[config.mk]
export PLATFORM = sky130hd
export DESIGN_NAME = led_strobe_light_controller
export DESIGN_NICKNAME = d
export VERILOG_FILES = /design/src/design/lslc_pkg.sv /design/src/design/led_strobe_light_controller.sv
export SDC_FILE = /design/constraint.sdc
export NUM_CORES = 1
export LEC_CHECK = 0
export BUFFER_PORTS_ARGS = -buffer_cell sky130_fd_sc_hd__buf_2
export CORE_UTILIZATION = 50
export DETAILED_ROUTE_END_ITERATION = 6
export PLACE_DENSITY = 0.74
export SYNTH_ARGS = -nofsm -noshare
export SYNTH_HDL_FRONTEND = slang
export SYNTH_SLANG_ARGS = --single-unit
[constraint.sdc]
create_clock -name clk_i -period 2.86 [get_ports clk_i]
set_input_delay 0.715 -clock clk_i [delete_from_list [all_inputs] [get_ports clk_i]]
set_output_delay 0.715 -clock clk_i [all_outputs]
set_load 0.005 [all_outputs]
[src/design/lslc_pkg.sv]
// shared types, constants and helpers for the led strobe light controller
`default_nettype none
package lslc_pkg;

  // number of light channels held in the backup store
  localparam int unsigned Channels = 3;

  // field widths
  localparam int unsigned OpW     = 3;
  localparam int unsigned ChW     = 2;
  localparam int unsigned LevelW  = 8;
  localparam int unsigned DutyW   = 9;
  localparam int unsigned LenW    = 10;
  localparam int unsigned TimerW  = 16;
  localparam int unsigned PeriodW = 16;
  localparam int unsigned GuardW  = 8;

  // stream word widths, padded to whole bytes
  localparam int unsigned InDataW  = 16;
  localparam int unsigned InUserW  = 8;
  localparam int unsigned OutDataW = 40;

  // configuration port
  localparam int unsigned CfgIdxW  = 1;
  localparam int unsigned CfgDataW = 16;

  // reset values
  localparam logic [PeriodW-1:0] PeriodReset = 16'd2048;
  localparam logic [GuardW-1:0]  GuardReset  = 8'd3;
  // pulse end used when the infrared level is zero
  localparam logic [LenW-1:0]    LenDefault  = 10'd512;

  // configuration register indexes
  typedef enum logic [CfgIdxW-1:0] {
    REG_STROBE_PERIOD = 1'b0,
    REG_EDGE_GUARD    = 1'b1
  } cfg_reg_e;

  // event codes
  typedef enum logic [OpW-1:0] {
    OP_TICK       = 3'd0,
    OP_TRIG_RISE  = 3'd1,
    OP_TRIG_FALL  = 3'd2,
    OP_SOFT_PULSE = 3'd3,
    OP_SET_LEVEL  = 3'd4,
    OP_ACTIVATE   = 3'd5,
    OP_DEACTIVATE = 3'd6,
    OP_UNUSED     = 3'd7
  } op_e;

  // channel codes
  typedef enum logic [ChW-1:0] {
    CH_UV      = 2'd0,
    CH_VIS     = 2'd1,
    CH_IR      = 2'd2,
    CH_INVALID = 2'd3
  } chan_e;

  // result word, first field in the highest bits
  typedef struct packed {
    logic [LenW-1:0]  strobe_length;
    logic             vis_on;
    logic [DutyW-1:0] vis_duty;
    logic             uv_on;
    logic [DutyW-1:0] uv_duty;
    logic             output_active;
    logic             strobe_armed;
    logic             strobe_out;
  } result_t;

  // compare value for a light channel: 2*level+1, or 0 when off
  function automatic logic [DutyW-1:0] duty_of(input logic [LevelW-1:0] lvl);
    duty_of = (lvl != '0) ? {lvl, 1'b1} : '0;
  endfunction

  // pulse end count for the strobe: 2*level, or the default when zero
  function automatic logic [LenW-1:0] len_of(input logic [LevelW-1:0] lvl);
    len_of = (lvl != '0) ? {1'b0, lvl, 1'b0} : LenDefault;
  endfunction

endpackage
`default_nettype wire

[src/design/led_strobe_light_controller.sv]
// top level: event decoder, light state and strobe timer with registered result
//
// Usage:
//   s_axis carries one event word per handshake: tuser holds the opcode,
//   tdata the channel and level. m_axis returns exactly one result word per
//   event: strobe drive, armed flag, active flag, both light compare values
//   and enables, and the strobe pulse end count, all as they stand after the
//   event. cfg_we_i/cfg_idx_i/cfg_data_i write strobe_period (index 0) and
//   edge_guard (index 1); write them only while no event is in flight.
//   The registered result word appears on m_axis in the cycle after the
//   event is accepted. One event per cycle while results are taken; the
//   state update is a single level of compare and select logic feeding the
//   state and result registers. The input is ready whenever the result register is
//   empty or being taken in the same cycle, so a stalled receiver holds the
//   result word steady and back-pressures the input after one buffered word.
//   Reset: outputs inactive and zero, strobe armed, pulse end 512, timer
//   stopped at zero, backup levels zero, period 2048 and edge guard 3.
`default_nettype none
module led_strobe_light_controller (
  input  wire                                  clk_i,
  input  wire                                  rst_ni,
  // event input
  input  wire                                  s_axis_tvalid,
  output logic                                 s_axis_tready,
  // [1:0] channel, [9:2] level, rest zero
  input  wire  [lslc_pkg::InDataW-1:0]         s_axis_tdata,
  // [2:0] opcode, rest zero
  input  wire  [lslc_pkg::InUserW-1:0]         s_axis_tuser,
  // result output
  output logic                                 m_axis_tvalid,
  input  wire                                  m_axis_tready,
  // [0] strobe_out, [1] strobe_armed, [2] output_active, [11:3] uv_duty,
  // [12] uv_on, [21:13] vis_duty, [22] vis_on, [32:23] strobe_length, rest zero
  output logic [lslc_pkg::OutDataW-1:0]        m_axis_tdata,
  // configuration writes
  input  wire                                  cfg_we_i,
  input  wire  [lslc_pkg::CfgIdxW-1:0]         cfg_idx_i,
  input  wire  [lslc_pkg::CfgDataW-1:0]        cfg_data_i
);

  // configuration registers
  logic [lslc_pkg::PeriodW-1:0] period_q;
  logic [lslc_pkg::GuardW-1:0]  guard_q;

  // block state
  logic                         active_q,  active_d;
  logic                         armed_q,   armed_d;
  logic [lslc_pkg::LevelW-1:0]  saved_q [lslc_pkg::Channels];
  logic [lslc_pkg::LevelW-1:0]  saved_d [lslc_pkg::Channels];
  logic                         run_q,     run_d;
  logic [lslc_pkg::TimerW-1:0]  count_q,   count_d;
  logic                         strobe_q,  strobe_d;
  logic [lslc_pkg::DutyW-1:0]   uv_cmp_q,  uv_cmp_d;
  logic                         uv_en_q,   uv_en_d;
  logic [lslc_pkg::DutyW-1:0]   vis_cmp_q, vis_cmp_d;
  logic                         vis_en_q,  vis_en_d;
  logic [lslc_pkg::LenW-1:0]    pend_q,    pend_d;

  // result register
  logic                         out_vld_q;
  lslc_pkg::result_t            res_q, res_d;

  // input word fields
  lslc_pkg::op_e                op;
  logic [lslc_pkg::ChW-1:0]     chan;
  logic [lslc_pkg::LevelW-1:0]  lvl;
  logic                         accept;
  logic [lslc_pkg::TimerW-1:0]  count_inc;
  logic                         above_guard;

  assign op     = lslc_pkg::op_e'(s_axis_tuser[lslc_pkg::OpW-1:0]);
  assign chan   = s_axis_tdata[lslc_pkg::ChW-1:0];
  assign lvl    = s_axis_tdata[lslc_pkg::ChW +: lslc_pkg::LevelW];

  // handshake
  assign s_axis_tready = !out_vld_q || m_axis_tready;
  assign accept        = s_axis_tvalid && s_axis_tready;

  assign count_inc   = count_q + 1'b1;
  assign above_guard = count_q > {{(lslc_pkg::TimerW-lslc_pkg::GuardW){1'b0}}, guard_q};

  // next state for one event
  always_comb begin
    active_d  = active_q;
    armed_d   = armed_q;
    saved_d   = saved_q;
    run_d     = run_q;
    count_d   = count_q;
    strobe_d  = strobe_q;
    uv_cmp_d  = uv_cmp_q;
    uv_en_d   = uv_en_q;
    vis_cmp_d = vis_cmp_q;
    vis_en_d  = vis_en_q;
    pend_d    = pend_q;
    case (op)
      lslc_pkg::OP_TICK: begin
        if (run_q) begin
          count_d = count_inc;
          if (count_inc == {{(lslc_pkg::TimerW-lslc_pkg::LenW){1'b0}}, pend_q}) begin
            strobe_d = 1'b0;
          end
          if (count_inc == period_q) begin
            run_d   = 1'b0;
            count_d = '0;
            armed_d = 1'b1;
          end
        end
      end
      lslc_pkg::OP_TRIG_RISE: begin
        if ((!armed_q && above_guard) || !active_q) begin
          strobe_d = 1'b0;
        end else begin
          armed_d  = 1'b0;
          strobe_d = 1'b1;
          run_d    = 1'b1;
        end
      end
      lslc_pkg::OP_TRIG_FALL: begin
        if (above_guard) begin
          strobe_d = 1'b0;
        end
      end
      lslc_pkg::OP_SOFT_PULSE: begin
        if (!armed_q || !active_q) begin
          strobe_d = 1'b0;
        end else begin
          armed_d  = 1'b0;
          strobe_d = 1'b1;
          run_d    = 1'b1;
        end
      end
      lslc_pkg::OP_SET_LEVEL: begin
        if (chan != lslc_pkg::CH_INVALID) begin
          if (!active_q) begin
            saved_d[chan] = lvl;
          end else begin
            case (chan)
              lslc_pkg::CH_UV: begin
                uv_cmp_d = lslc_pkg::duty_of(lvl);
                uv_en_d  = lvl != '0;
              end
              lslc_pkg::CH_VIS: begin
                vis_cmp_d = lslc_pkg::duty_of(lvl);
                vis_en_d  = lvl != '0;
              end
              default: begin
                pend_d = lslc_pkg::len_of(lvl);
              end
            endcase
          end
        end
      end
      lslc_pkg::OP_ACTIVATE: begin
        if (!active_q) begin
          active_d  = 1'b1;
          uv_cmp_d  = lslc_pkg::duty_of(saved_q[lslc_pkg::CH_UV]);
          uv_en_d   = saved_q[lslc_pkg::CH_UV] != '0;
          vis_cmp_d = lslc_pkg::duty_of(saved_q[lslc_pkg::CH_VIS]);
          vis_en_d  = saved_q[lslc_pkg::CH_VIS] != '0;
          pend_d    = lslc_pkg::len_of(saved_q[lslc_pkg::CH_IR]);
        end
      end
      lslc_pkg::OP_DEACTIVATE: begin
        if (active_q) begin
          saved_d[lslc_pkg::CH_UV]  = uv_cmp_q[lslc_pkg::DutyW-1:1];
          saved_d[lslc_pkg::CH_VIS] = vis_cmp_q[lslc_pkg::DutyW-1:1];
          saved_d[lslc_pkg::CH_IR]  = (pend_q == lslc_pkg::LenDefault) ? '0
                                    : pend_q[lslc_pkg::LevelW:1];
          active_d  = 1'b0;
          uv_cmp_d  = '0;
          uv_en_d   = 1'b0;
          vis_cmp_d = '0;
          vis_en_d  = 1'b0;
          pend_d    = lslc_pkg::LenDefault;
          strobe_d  = 1'b0;
        end
      end
      default: begin
      end
    endcase
  end

  // result word built from the updated state
  always_comb begin
    res_d.strobe_out    = strobe_d;
    res_d.strobe_armed  = armed_d;
    res_d.output_active = active_d;
    res_d.uv_duty       = uv_cmp_d;
    res_d.uv_on         = uv_en_d;
    res_d.vis_duty      = vis_cmp_d;
    res_d.vis_on        = vis_en_d;
    res_d.strobe_length = pend_d;
  end

  // configuration registers
  always_ff @(posedge clk_i or negedge rst_ni) begin
    if (!rst_ni) begin
      period_q <= lslc_pkg::PeriodReset;
      guard_q  <= lslc_pkg::GuardReset;
    end else if (cfg_we_i) begin
      case (lslc_pkg::cfg_reg_e'(cfg_idx_i))
        lslc_pkg::REG_STROBE_PERIOD: period_q <= cfg_data_i;
        lslc_pkg::REG_EDGE_GUARD:    guard_q  <= cfg_data_i[lslc_pkg::GuardW-1:0];
        default: begin
        end
      endcase
    end
  end

  // state registers
  always_ff @(posedge clk_i or negedge rst_ni) begin
    if (!rst_ni) begin
      active_q  <= 1'b0;
      armed_q   <= 1'b1;
      saved_q   <= '{default: '0};
      run_q     <= 1'b0;
      count_q   <= '0;
      strobe_q  <= 1'b0;
      uv_cmp_q  <= '0;
      uv_en_q   <= 1'b0;
      vis_cmp_q <= '0;
      vis_en_q  <= 1'b0;
      pend_q    <= lslc_pkg::LenDefault;
    end else if (accept) begin
      active_q  <= active_d;
      armed_q   <= armed_d;
      saved_q   <= saved_d;
      run_q     <= run_d;
      count_q   <= count_d;
      strobe_q  <= strobe_d;
      uv_cmp_q  <= uv_cmp_d;
      uv_en_q   <= uv_en_d;
      vis_cmp_q <= vis_cmp_d;
      vis_en_q  <= vis_en_d;
      pend_q    <= pend_d;
    end
  end

  // result valid flag
  always_ff @(posedge clk_i or negedge rst_ni) begin
    if (!rst_ni) begin
      out_vld_q <= 1'b0;
    end else if (accept) begin
      out_vld_q <= 1'b1;
    end else if (m_axis_tready) begin
      out_vld_q <= 1'b0;
    end
  end

  // result payload
  always_ff @(posedge clk_i) begin
    if (accept) begin
      res_q <= res_d;
    end
  end

  assign m_axis_tvalid = out_vld_q;
  assign m_axis_tdata  = {{(lslc_pkg::OutDataW-$bits(lslc_pkg::result_t)){1'b0}}, res_q};

endmodule
`default_nettype wire

==> flow_summary.ini <==
[power]
cellLeakagePower_uw = 0.00388
vdd_drop_max_v = 0.000496
cellPowerDensity_nw_per_um2 = 704

[floorplanning]
start_util_pct = 51.3
placementRows = 44
num_io_pins = 88
coreArea_sq_um = 14500
fp.dieW_um = 124
dieArea_sq_um = 15400
die_h_um = 124

[clocking]
path_clk_slew_ns = 0.06
cts_buffers = 17
clock_path_buffers = 2
htree_levels = 4
cts-root-buf = clkbuf_16
worstSkewPairLatency_ns = 0.43
cts_tree = yes
clock-sinks = 132

[logic_synthesis]
yosysSeqAreaShare_pct = 46.6
ys_async_sr_fraction_pct = 75.0
synth_edf_count = 33
synth_top_cell_by_area = dfrtp_1
synth_top_cell_area_share_pct = 31.5
ys_ff_latch = 132
synth.cell_area_sq_um = 7460
synthTopCellsByArea = dfrtp_1, edfxtp_1, nor2_1
synth_flop_cell = dfrtp_1
syn_area_per_cell_sq_um = 9.30
synthCells = 802
yosysWarnings = 0
synth_cell_types = 69

[critical_path]
crit_arrival_ns = 3.18
worst-setup-path-type = flop to flop
critPathCaptureType = flop
cp-start-kind = flop
cp.buffers_inverters = 2
crit_chain = buf_4, nand4_1, o21ai_0, o221ai_1, or4_1, or4_4, nor2_4, buf_12, o2bb2ai_1
r2r_start = count_q[6]
r2r_end = count_q[3]
crit_required_ns = 3.18
worstPathMaxFanout = 13
critical-path-top-delay-family = simple AND/OR/NAND/NOR gates
max_stage_delay_ns = 0.62
reg2reg_depth = 9
r2r_slack_ns = 0.00005
slowest_stage = or4_4

[final_layout]
syn2layout_area_growth_pct = 22.7
n_fill_cell = 1214
layout.cells.non_filler = 1121
antenna_cells = 0
final_layout_size_suffix_gt1_share_pct = 26.1
layout.nets = 979
finalInstanceArea_sq_um = 9150

[sta]
slew_viol_final = 0
setup_ws_ns = 0.0000531
rsz0062_at_grt = true
worst_hold_slack_ns = 0.295
finalCritPeriodShare_pct = 100
tightest_slew_ns = 1.11
fmax_mhz = 350
slew_headroom_pct = 25.4
fin_tns_setup_ns = 0
finalHoldViolations = 0
finalCriticalPeriod_ns = 2.86
setup_viol = 0
fin_skew_ns = 0.00746

[route]
vias = 6853
wirelength_mm = 21.3
route.detailed.drc = 0
drtAntennaViolNets = 0
drt_first_pass_iters = 5
avgViaCountPerCell = 6.11
wl_per_cell_um = 19.0
first_iter_violations = 802

[placed_design]
post-dp-hpwl_mm = 14.7
portBuffers = 69
dp.cells = 1086
place_ws_ns = -0.142
gp_congestion = 0.929
placed_area_sq_um = 8450

[min_path]
holdCritPathClass = primary input to async pin

[run]
cap_violations = 0

[global_route]
grt_pass1_wl_mm = 33.0
grt_use_total_pct = 28.8
grt_pass1_vias = 6372
antenna_found_initial = 1
grt_max_degree = 59
overflow = 0

[status]
status = complete, no violations
## worst max-delay path by stage
stage,slack (ns),end,cells past startpoint,from
2_1_floorplan,0.001,count_q[2],10,count_q[0]
3_3_place_gp,-0.18,count_q[0],12,count_q[1]
3_5_place_dp,-0.14,count_q[0],12,count_q[0]
4_1_cts,0.003,count_q[3],8,count_q[3]
5_1_grt,-0.1,count_q[3],9,count_q[6]
6_report,0.00005,count_q[3],9,count_q[6]
## final cells by class
| class | count | area [sq um] | area share, % |
|---|---|---|---|
| tap | 184 | 230 | 2.52 |
| clock buffer | 20 | 457 | 4.99 |
| inverter | 15 | 56.3 | 0.616 |
| multi-input combinational | 610 | 3830 | 41.9 |
| timing repair buffer | 148 | 995 | 10.9 |
| clock inverter | 12 | 97.6 | 1.07 |
| sequential | 132 | 3480 | 38.1 |
## cells in the mapped netlist (all sizes together) (10+ instances only)
library cell,number
nor2,132
dfrtp,94
nand2,72
a21oi,42
o21ai,42
edfxtp,33
clkbuf,32
mux2,29
o22ai,28
a22oi,24
nor3,22
buf,19
nand3,18
nand4,18
a221o,16
xnor2,16
xor2,15
inv,14
nor4,13
nor2b,12
nand2b,10
## routing by layer
layer / vias up / global-route usage (%) / part of all wire, %
li1: 3174 / - / -
met1: 3287 / 36.1 / 41
met2: 329 / 46.8 / 48
met3: 63 / 7.19 / 8.0
met4: 0 / 12.6 / 3.2
met5: - / 0 / 0
## report_power, final
group / internal (uW) / switching, uW
combinational: 772 / 832
sequential: 2390 / 400
clock: 1170 / 881
total: 4330 / 2110
## cell usage in the layout (no fill, tap or decap), drive strengths merged, types with 24 or more instances in the layout
cell    count
nor2      132
o22ai      28
dfrtp      94
buf       148
edfxtp     33
nand2      72
mux2       29
o21ai      42
a21oi      42
a22oi      24
## sequential cells by signal, indices dropped and copies added (netlist names)
signal	cells
active_q	1
armed_q	1
count_q	16
guard_q	8
m_axis_tdata	33
m_axis_tvalid	1
pend_q	10
period_q	16
run_q	1
saved_q	24
strobe_q	1
uv_cmp_q	9
uv_en_q	1
vis_cmp_q	9
vis_en_q	1
## kinds of logic after synthesis
group	count (synthesis)	share of synthesized area (%)
compound gates	202	18.0
xor+xnor	32	3.94
fa+ha+maj	9	1.51
buf+inv	66	3.98
flops	132	46.6
mux	30	4.51
other cells	1	0.0503
simple gates	330	21.4
## per-stage QoR
| step | util [%] | total power [uW] |
|---|---|---|
| after floorplan | - | 3700 |
| after global placement | 58.1 | 4260 |
| after detailed placement | 58.1 | 4310 |
| after CTS | 62.1 | 6390 |
| after global routing | 62.9 | 6750 |
| final | 62.9 | 6440 |
## worst reg2reg max path, cell delays in order, from the launching register on
cell	delay [ns]
dfrtp_2	0.46
buf_4	0.17
nand4_1	0.13
o21ai_0	0.27
o221ai_1	0.17
or4_1	0.55
or4_4	0.62
nor2_4	0.14
buf_12	0.16
o2bb2ai_1	0.08
## repair_timing
action / 4_1_cts / 5_1_grt
endpoints found under the setup margin: 15 / 19
hold buffers: 0 / 0
hold endpoints to repair: 0 / 0
gates resized for setup: 5 / 23
cloned: 0 / 0
setup buffers: 0 / 3
pin swaps: 1 / 4
(Power assumes the default switching activity.)
